`src/design/bhpq_pkg.sv`:
```
// Shared types, codes and defaults for the binary heap priority queue.
`default_nettype none
package bhpq_pkg;

    localparam int CAPACITY_DEF  = 1024;
    localparam int KEY_WIDTH_DEF = 32;
    localparam int FIELD_W       = 32;
    localparam int COUNT_W       = 11;
    localparam int IN_TDATA_W    = 64;
    localparam int OUT_TDATA_W   = 144;
    localparam int CODE_W        = 2;

    typedef enum logic [1:0] {
        REQ_PUSH  = 2'd0,
        REQ_POP   = 2'd1,
        REQ_CLEAR = 2'd2,
        REQ_NOP   = 2'd3
    } t_req;

    typedef enum logic [1:0] {
        ST_OK    = 2'd0,
        ST_EMPTY = 2'd1,
        ST_FULL  = 2'd2
    } t_status;

    typedef enum logic [3:0] {
        DP_NONE,
        DP_LOAD,
        DP_SET_FULL,
        DP_SET_EMPTY,
        DP_PUSH_INIT,
        DP_POP_INIT,
        DP_CLEAR,
        DP_UP_READ,
        DP_UP_MOVE,
        DP_UP_PLACE,
        DP_POP_RDMV,
        DP_LOAD_MV,
        DP_DN_READ,
        DP_DN_MOVE,
        DP_DN_PLACE,
        DP_RESULT
    } t_dp_op;

    typedef enum logic [3:0] {
        S_IDLE,
        S_DECODE,
        S_UP_CHK,
        S_UP_CMP,
        S_POP_CHK,
        S_POP_LDMV,
        S_DN_READ,
        S_DN_CMP,
        S_FINISH
    } t_state;

    typedef struct packed {
        t_req req;
        logic full;
        logic empty;
        logic at_root;
        logic up_better;
        logic dn_stay;
        logic count_zero;
    } t_dp_stat;

endpackage
`default_nettype wire

```
`src/design/bhpq_ctrl.sv`:
```
// Heap controller: request decode, sift sequencing and output handshake.
`default_nettype none
module bhpq_ctrl (
    input  wire logic                 i_clk,
    input  wire logic                 i_rst_n,
    input  wire logic                 i_in_valid,
    output logic                      o_in_ready,
    output logic                      o_out_valid,
    input  wire logic                 i_out_ready,
    input  wire bhpq_pkg::t_dp_stat   i_stat,
    output bhpq_pkg::t_dp_op          o_op
);
    import bhpq_pkg::*;

    t_state r_state, n_state;
    logic   r_out_valid, n_out_valid;

    always_ff @(posedge i_clk) begin
        if (!i_rst_n) begin
            r_state     <= S_IDLE;
            r_out_valid <= 1'b0;
        end else begin
            r_state     <= n_state;
            r_out_valid <= n_out_valid;
        end
    end

    always_comb begin
        n_state     = r_state;
        n_out_valid = r_out_valid && !i_out_ready;
        o_op        = DP_NONE;
        o_in_ready  = 1'b0;
        case (r_state)
            S_IDLE: begin
                o_in_ready = 1'b1;
                if (i_in_valid) begin
                    o_op    = DP_LOAD;
                    n_state = S_DECODE;
                end
            end
            S_DECODE: begin
                case (i_stat.req)
                    REQ_PUSH: begin
                        if (i_stat.full) begin
                            o_op    = DP_SET_FULL;
                            n_state = S_FINISH;
                        end else begin
                            o_op    = DP_PUSH_INIT;
                            n_state = S_UP_CHK;
                        end
                    end
                    REQ_POP: begin
                        if (i_stat.empty) begin
                            o_op    = DP_SET_EMPTY;
                            n_state = S_FINISH;
                        end else begin
                            o_op    = DP_POP_INIT;
                            n_state = S_POP_CHK;
                        end
                    end
                    REQ_CLEAR: begin
                        o_op    = DP_CLEAR;
                        n_state = S_FINISH;
                    end
                    default: n_state = S_FINISH;
                endcase
            end
            S_UP_CHK: begin
                if (i_stat.at_root) begin
                    o_op    = DP_UP_PLACE;
                    n_state = S_FINISH;
                end else begin
                    o_op    = DP_UP_READ;
                    n_state = S_UP_CMP;
                end
            end
            S_UP_CMP: begin
                if (i_stat.up_better) begin
                    o_op    = DP_UP_MOVE;
                    n_state = S_UP_CHK;
                end else begin
                    o_op    = DP_UP_PLACE;
                    n_state = S_FINISH;
                end
            end
            S_POP_CHK: begin
                // last entry gone: nothing to sink
                if (i_stat.count_zero) begin
                    n_state = S_FINISH;
                end else begin
                    o_op    = DP_POP_RDMV;
                    n_state = S_POP_LDMV;
                end
            end
            S_POP_LDMV: begin
                o_op    = DP_LOAD_MV;
                n_state = S_DN_READ;
            end
            S_DN_READ: begin
                o_op    = DP_DN_READ;
                n_state = S_DN_CMP;
            end
            S_DN_CMP: begin
                if (i_stat.dn_stay) begin
                    o_op    = DP_DN_PLACE;
                    n_state = S_FINISH;
                end else begin
                    o_op    = DP_DN_MOVE;
                    n_state = S_DN_READ;
                end
            end
            S_FINISH: begin
                // hold until the previous result beat has been taken
                if (!r_out_valid || i_out_ready) begin
                    o_op        = DP_RESULT;
                    n_out_valid = 1'b1;
                    n_state     = S_IDLE;
                end
            end
            default: n_state = S_IDLE;
        endcase
    end

    assign o_out_valid = r_out_valid;

endmodule
`default_nettype wire

```
`config.mk`:
```
export PLATFORM = sky130hd
export DESIGN_NAME = bhpq_ctrl
export DESIGN_NICKNAME = d
export VERILOG_FILES = /design/src/design/bhpq_pkg.sv /design/src/design/bhpq_ctrl.sv
export SDC_FILE = /design/constraint.sdc
export NUM_CORES = 1
export LEC_CHECK = 0
export BUFFER_PORTS_ARGS = -buffer_cell sky130_fd_sc_hd__buf_2
export CAP_MARGIN = 20
export CORE_MARGIN = 5
export CORE_UTILIZATION = 25
export DETAILED_ROUTE_END_ITERATION = 6
export HOLD_SLACK_MARGIN = 0.08
export PLACE_DENSITY = 0.53
export SLEW_MARGIN = 5
export SYNTH_ARGS = -nofsm -noshare
export SYNTH_HDL_FRONTEND = slang
export SYNTH_SLANG_ARGS = --single-unit
```
`constraint.sdc`:
```
create_clock -name i_clk -period 3 [get_ports i_clk]
set_input_delay 0.15 -clock i_clk [delete_from_list [all_inputs] [get_ports i_clk]]
set_output_delay 0.15 -clock i_clk [all_outputs]
set_load 0.05 [all_outputs]
```
---- After elaboration in Yosys (flattened, before gate mapping) ----
Cells that the tools add are included.
word-level totals
  logic and storage cells ................. 44
  register bits ........................... 5
  input bits .............................. 12
  output and inout port bits .............. 6
operators by class
  equal/unequal tests ..................... 12
  multiplexer cells ....................... 23
  reductions and logical operators ........ 7
operators with widths
  kind                  number
  $pmux W4 S9           2
  $mux W4               11
  $eq A4 B3 Y1 const B  4
  $pmux W3 S3           1
  $eq A4 B2 Y1 const B  2
  $pmux W4 S2           1
  $mux W3               2
  $mux W1               5
  $eq A4 B1 Y1 const B  1
  $eq A4 B4 Y1 const B  1
  $logic_not A4 Y1      1
  $ne A2 B2 Y1 const B  2
  $eq A2 B1 Y1 const B  1
  $eq A2 B2 Y1 const B  1
  $logic_not A1 Y1      2
  $logic_not A2 Y1      1
  $mux W2               1
  $reduce_and A2 Y1     1
  $logic_and A1 B1 Y1   1
  $logic_or A1 B1 Y1    1

---- Logic depth before layout (Yosys ltp) ----
Gate-level depths: netlist of the first run.
  word-level depth ........................ 4
  mapped depth ............................ 5
  depth with buffers taken out ............ 4

---- Least setup slack after synthesis of the first run ----
No wires, ideal clock.
  kind .................................... flip-flop to output port
  start point ............................. reg r_state[1]
  end point ............................... out o_in_ready
  required time ........................... 2.850 ns
  data arrival time ....................... 2.084 ns
  path buffers ............................ 1
  path slack .............................. 0.766 ns
  stages on the path, launching flop included .. 3
  cell sequence ........................... dfxtp_1 > buf_2 > nor4_1
between the ends
  word-level cells in the longest chain between the ends .. 2
RTL lines
  item                      RTL line         RTL
  start: declaration        bhpq_ctrl.sv:15  t_state r_state, n_state;
  start signal: assignment  bhpq_ctrl.sv:23  r_state <= n_state;
  $logic_not A4 Y1          bhpq_ctrl.sv:33  case (r_state)
  $mux W1                   bhpq_ctrl.sv:33
  end: declaration          bhpq_ctrl.sv:7   output logic o_in_ready,
Every way passes these cells.

---- Final worst setup path of the first run ----
  start point ............................. reg r_state[0]
  end point ............................... out o_op[1]
between the ends
  word-level cells in the longest chain between the ends .. 2
  elaborated cells between the ends (all ways) .. 10
  classes of those cells .................. eq/ne: 8; mux: 1; reduce/logical: 1
RTL lines
  item                                        RTL line         RTL
  $eq A4 B4 Y1, or another cell as far along  bhpq_ctrl.sv:33
  $pmux W4 S9 *                               bhpq_ctrl.sv:33
  end: declaration                            bhpq_ctrl.sv:11  output bhpq_pkg::t_dp_op o_op
Mark *: on every way between the ends. The rest lies on a longest branch, timed or not.

==> impl_metrics.json, run 1 <==
{
  "reg2reg_from": "r_state[2]",
  "drt_iter0_markers": 5,
  "leakagePower_nw": 0.242,
  "place_worst_setup_slack_ns": 1.33,
  "synth_flop_cell": "dfxtp_1",
  "post_drt_wl_per_cell_um": 11.8,
  "cts_hold_buf": 0,
  "r2r_cells": 4,
  "ios": 18,
  "powerDensity_mw_per_mm2": 455,
  "holdPathStages": 2,
  "ys_warn_count": 0,
  "required_ns": 2.85,
  "first_pass_iters": 4,
  "fmax_mhz": 519,
  "slew_violations": 0,
  "grt.overflow.total": 0,
  "rr_endpoint": "r_state[3]",
  "cts_max_path_buffers": 2,
  "crit_fanout": 12,
  "nets": 96,
  "fp.coreArea_mm2": 0.00192,
  "syn_nets": 78,
  "hold_violations": 0,
  "grt_pass1_wl_mm": 2.10,
  "clock_skew_ns": 0.00176,
  "cts_setup_buffers": 0,
  "rsz0062_at_grt": "no",
  "dpl.cell_count": 106,
  "place.gp.congestion": 0.766,
  "slew_headroom_pct": 67.6,
  "cts.clk_slew.worst_paths_ns": 0.04,
  "grt_pass1_vias": 490,
  "worst_slew_pin_slew_ns": 0.486,
  "yosysTopAreaCell": "dfxtp_1",
  "synthToLayoutAreaGrowth_pct": 23.4,
  "arrival_ns": 1.78,
  "post-route-min-period_ns": 1.93,
  "min_to": "r_state[3]",
  "critical_path_class": "reg -> out",
  "postSynthAreaPerCell_um2": 7.55,
  "reg2reg_slack_ns": 1.62,
  "antenna_found_initial": 0,
  "portBuffers": 17,
  "synthArstFlopShare_pct": 0,
  "numClockSinks": 5,
  "synthDistinctLibCells": 33,
  "grt_usage_pct": 10.2,
  "cts_buffers": 3,
  "yosysSeqAreaShare_pct": 20.1,
  "die_h_um": 54.6,
  "fin_crit_sh_pct": 64.3,
  "worstSetupStartpointType": "flop",
  "drive_gt1_share_pct": 26.5,
  "rows": 16,
  "setup_viol": 0,
  "initial_core_util_pct": 25.9,
  "end_kind": "output pin",
  "vias_per_cell": 4.86,
  "hold_class": "in -> reg",
  "fin_cells": 110,
  "drv_cap": 0,
  "die-width_um": 54.6,
  "setup_slack_ns": 1.07,
  "synth_top_cell_area_share_pct": 20.1,
  "drc": 0,
  "diodes": 0,
  "slowest_stage": "dfxtp_1",
  "power_mw": 0.280,
  "synth_seq_cells": 5,
  "num_vias": 535,
  "cts_root_buf": "clkbuf_4",
  "worstPathCellList": "nor4b_4 -> o21ai_1 -> a21o_1 -> o211ai_1 -> buf_2",
  "wl_mm": 1.30,
  "status": "complete, no violations",
  "cts_tree": "done",
  "syn-cell-area_um2": 498,
  "slowest_delay_ns": 0.52,
  "clock_latency_ns": 0.24,
  "ant_nets": 0,
  "die_area_mm2": 0.00298,
  "ir_drop_v": 0.000118,
  "synth_cells": 66,
  "h-tree-depth": 1,
  "synth.most_common_cell": "nor2_1",
  "dp_hpwl_mm": 1.03,
  "hp-start": "i_rst_n",
  "synth_edf_count": 0,
  "synthTopCellsByArea": "dfxtp_1, nand2b_1, nand3_1",
  "grt_max_degree": 16,
  "finalSetupTns_ns": 0,
  "synth_common_cells": "nor2_1, dfxtp_1, nand2b_1, nand3_1, nor2b_1",
  "cts_resized": 0
}
## state kept, by name, summed over array words and instances, names as in the netlist
| register | flops |
|---|---|
| r_state | 4 |
| o_out_valid | 1 |
## power breakdown
| group | leakage (nW) | total (mW) | internal, mW | switching (mW) |
|---|---|---|---|---|
| Combinational | 0.187 | 0.119 | 0.0404 | 0.0783 |
| Clock | 0.0150 | 0.0771 | 0.0502 | 0.0269 |
| Sequential | 0.0407 | 0.0838 | 0.0713 | 0.0125 |
| Total | 0.242 | 0.280 | 0.162 | 0.118 |
## metal layers
| metal | routed length, um | track usage [%] | share of wire (%) | vias to the layer above |
|---|---|---|---|---|
| met1 | 643 | 13.6 | 50 | 238 |
| met4 | 0 | 7.47 | 0 | 0 |
| met5 | 0 | 0 | 0 | - |
| li1 | - | - | - | 280 |
| met2 | 524 | 12.6 | 40 | 17 |
| met3 | 127 | 4.09 | 9.8 | 0 |
## stage by stage
stage / util, % / hold WS (ns) / instance area (um2)
2_1_floorplan: - / 0.267 / 498
3_3_place_gp: 30.6 / 0.444 / 588
3_5_place_dp: 30.6 / 0.440 / 588
4_1_cts: 32.0 / 0.182 / 614
5_1_grt: 32.0 / 0.164 / 614
6_report: 32.0 / 0.193 / 614
## cells in the final DEF (no fill, tap or decap)
cell type / instances
nor2b_1: 4
o311ai_0: 1
nand3_1: 5
clkbuf_1: 1
o221ai_1: 1
inv_2: 1
and3b_1: 2
nand2_1: 3
o211ai_1: 1
a21o_1: 2
a211oi_1: 1
o31a_1: 1
mux2i_1: 1
a22oi_1: 1
buf_2: 17
a21boi_1: 1
mux2_1: 1
and2_1: 1
a21oi_1: 1
a31oi_1: 1
nand3b_1: 3
a22o_1: 1
o21ai_1: 3
o21ai_0: 3
nor4_1: 1
nor4b_4: 1
clkbuf_4: 3
o22ai_1: 1
nor3_1: 2
dfxtp_1: 5
nand2b_1: 5
nor2_1: 6
o21a_1: 2
## final cells by class
class                   instances  area (um2)
repair buffers                 17        85.1
flip-flops and latches          5         100
fillers                       219        1310
inverters                       1        3.75
multi-input cells              56         365
clock buffers                   4        26.3
well taps                      27        33.8
## logic make-up (layout without fill, tap and decap cells)
| family | after synthesis | in the layout | share of synthesized area (%) |
|---|---|---|---|
| flip-flops | 5 | 5 | 20.1 |
| buffers and inverters | 5 | 22 | 6.53 |
| multiplexers | 2 | 2 | 4.27 |
| AO/OA/AOI/OAI | 21 | 21 | 28.6 |
| AND/OR/NAND/NOR | 33 | 33 | 40.5 |
## worst max-delay path: cells and delay by family (launching register included)
kind / cells / cell delay [ns]
AOI/OAI and AO/OA: 3 / 0.40
buffers and inverters: 1 / 0.29
and+or+nand+nor: 1 / 0.33
DFF: 1 / 0.52
## worst max-delay path by stage
| stage | startpoint | end | slack [ns] | cells past startpoint |
|---|---|---|---|---|
| 2_1_floorplan | r_state[1] | o_in_ready | 0.77 | 2 |
| 3_3_place_gp | r_state[1] | o_op[1] | 1.32 | 5 |
| 3_5_place_dp | r_state[1] | o_op[1] | 1.33 | 5 |
| 4_1_cts | r_state[1] | o_op[1] | 1.05 | 5 |
| 5_1_grt | r_state[0] | o_op[1] | 0.87 | 5 |
| 6_report | r_state[0] | o_op[1] | 1.07 | 5 |
Note: power is estimated with default switching activity, not from simulation.
==> run 2, diff against run 1 <==
PLACE_DENSITY = 0.55   (was 0.53)
clock period = 1.6 ns   (was 3 ns; I/O delays follow)
==> run 2 against run 1 <==
Against the previous run: the run now ends with setup timing left; largest cell class unchanged; critical endpoint unchanged; critical path depth stayed put; first-iteration DRC count increased to 3.6 times the previous value; worst hold slack got worse by 0.081 ns; sequential share of layout area down 1.2 points; worst setup slack got worse by 1.1 ns; total power increased by 100%.
==> impl_metrics.json, run 2 (same netlist as run 1, synthesis figures left out) <==
{
  "fillers": 219,
  "place.gp.congestion": 0.729,
  "rsz0062_at_grt": "yes",
  "worst_slew_pin_slew_ns": 0.323,
  "critical_path_class": "reg -> out",
  "dp_hpwl_mm": 1.13,
  "required_ns": 1.52,
  "post_drt_wl_per_cell_um": 12.0,
  "cts_buffers": 3,
  "worstSetupStartpointType": "flop",
  "numClockSinks": 5,
  "top_register": "r_state",
  "cts_hold_buf": 0,
  "status": "finished, violations left",
  "largest_register_ff_count": 4,
  "regArea_um2": 110,
  "clock_skew_ns": 0.00466,
  "grt.overflow.total": 0,
  "final_common_cell": "buf_2",
  "setup_viol": 1,
  "clock_latency_ns": 0.24,
  "grt_pass1_vias": 492,
  "end_kind": "output pin",
  "leakagePower_nw": 0.296,
  "final_cell_mix": "buf_2, buf_4, nor2_1",
  "grt_usage_pct": 10.3,
  "h-tree-depth": 1,
  "nets": 104,
  "ant_nets": 0,
  "die-width_um": 54.6,
  "powerDensity_mw_per_mm2": 786,
  "cts_tree": "done",
  "crit_fanout": 6,
  "portBuffers": 17,
  "slew_headroom_pct": 78.4,
  "cts_max_path_buffers": 2,
  "drc": 0,
  "rows": 16,
  "drt_iter0_markers": 18,
  "fin_crit_sh_pct": 101,
  "num_vias": 580,
  "slew_violations": 0,
  "setup_slack_ns": -0.0226,
  "vias_per_cell": 4.92,
  "fin_cells": 118,
  "post-route-min-period_ns": 1.62,
  "ios": 18,
  "holdPathStages": 2,
  "hold_class": "in -> reg",
  "hold_violations": 0,
  "dpl-instance-area_um2": 629,
  "drive_gt1_share_pct": 42.9,
  "wl_mm": 1.41,
  "first_pass_iters": 4,
  "multiInputGateArea_um2": 392,
  "grt_pass1_wl_mm": 2.20,
  "arrival_ns": 1.54,
  "grt_max_degree": 10,
  "r2r_cells": 5,
  "finalSetupTns_ns": -0.0226,
  "violations": "setup timing",
  "die_h_um": 54.6,
  "cts.clk_slew.worst_paths_ns": 0.04,
  "hp-start": "i_rst_n",
  "antenna_found_initial": 0,
  "place_worst_setup_slack_ns": 0.123,
  "fmax_mhz": 616,
  "cts_root_buf": "clkbuf_4",
  "drv_cap": 0,
  "synthToLayoutAreaGrowth_pct": 46.2,
  "power_mw": 0.572,
  "reg2reg_from": "r_state[0]",
  "fin_area_um2": 728,
  "diodes": 0,
  "dpl.cell_count": 109,
  "initial_core_util_pct": 25.9,
  "die_area_mm2": 0.00298,
  "ir_drop_v": 0.000398,
  "crit_start": "r_state[2]",
  "fp.coreArea_mm2": 0.00192
}
==> run 2: metrics by stage <==
| step | hold WS, ns | util [%] |
|---|---|---|
| floorplan | 0.197 | - |
| CTS | 0.107 | 35.8 |
| global placement | 0.371 | 32.7 |
| finish | 0.112 | 37.9 |
| detailed placement | 0.370 | 32.7 |
| global route | 0.126 | 37.9 |
==> run 2: layout make-up <==
cell class	count	area share (%)
Inverter	1	0.515
Tap cell	27	4.64
Clock buffer	4	3.61
Multi-Input combinational cell	56	53.8
Timing Repair Buffer	25	22.3
Sequential cell	5	15.1
==> run 2: final timing paths <==
path / end / slack, ns
max: o_op[1] / -0.02
min: r_state[1] / 0.11
max reg2reg: r_state[3] / 0.30
min reg2reg: o_out_valid / 0.59
==> run 2: routing by layer <==
metal | global-route usage [%] | wire, um | vias up | share of wire, %
met5 | 0 | 0 | - | 0
met4 | 3.73 | 0 | 0 | 0
met3 | 2.45 | 119 | 0 | 8.4
met2 | 15.4 | 651 | 24 | 46
met1 | 14.1 | 640 | 260 | 45
li1 | - | - | 296 | -
==> run 2: power breakdown <==
part           internal (mW)  switching (mW)
sequential             0.133          0.0130
combinational          0.113           0.170
clock                 0.0941          0.0485
total                  0.340           0.232
==> run 2: critical path: stages (launching register included) <==
cell      delay, ns
dfxtp_4        0.36
nor4b_4        0.38
o21ai_2        0.10
a21o_1         0.16
o211ai_1       0.08
buf_4          0.23
==> run 2: what timing repair did <==
| item | in CTS | in global routing |
|---|---|---|
| resized for setup | 5 | 10 |
| gates cloned | 0 | 0 |
| buffers inserted | 3 | 2 |
| pin swaps | 1 | 1 |
| endpoints found under the hold margin | 0 | 0 |
| setup endpoints to repair | 4 | 4 |
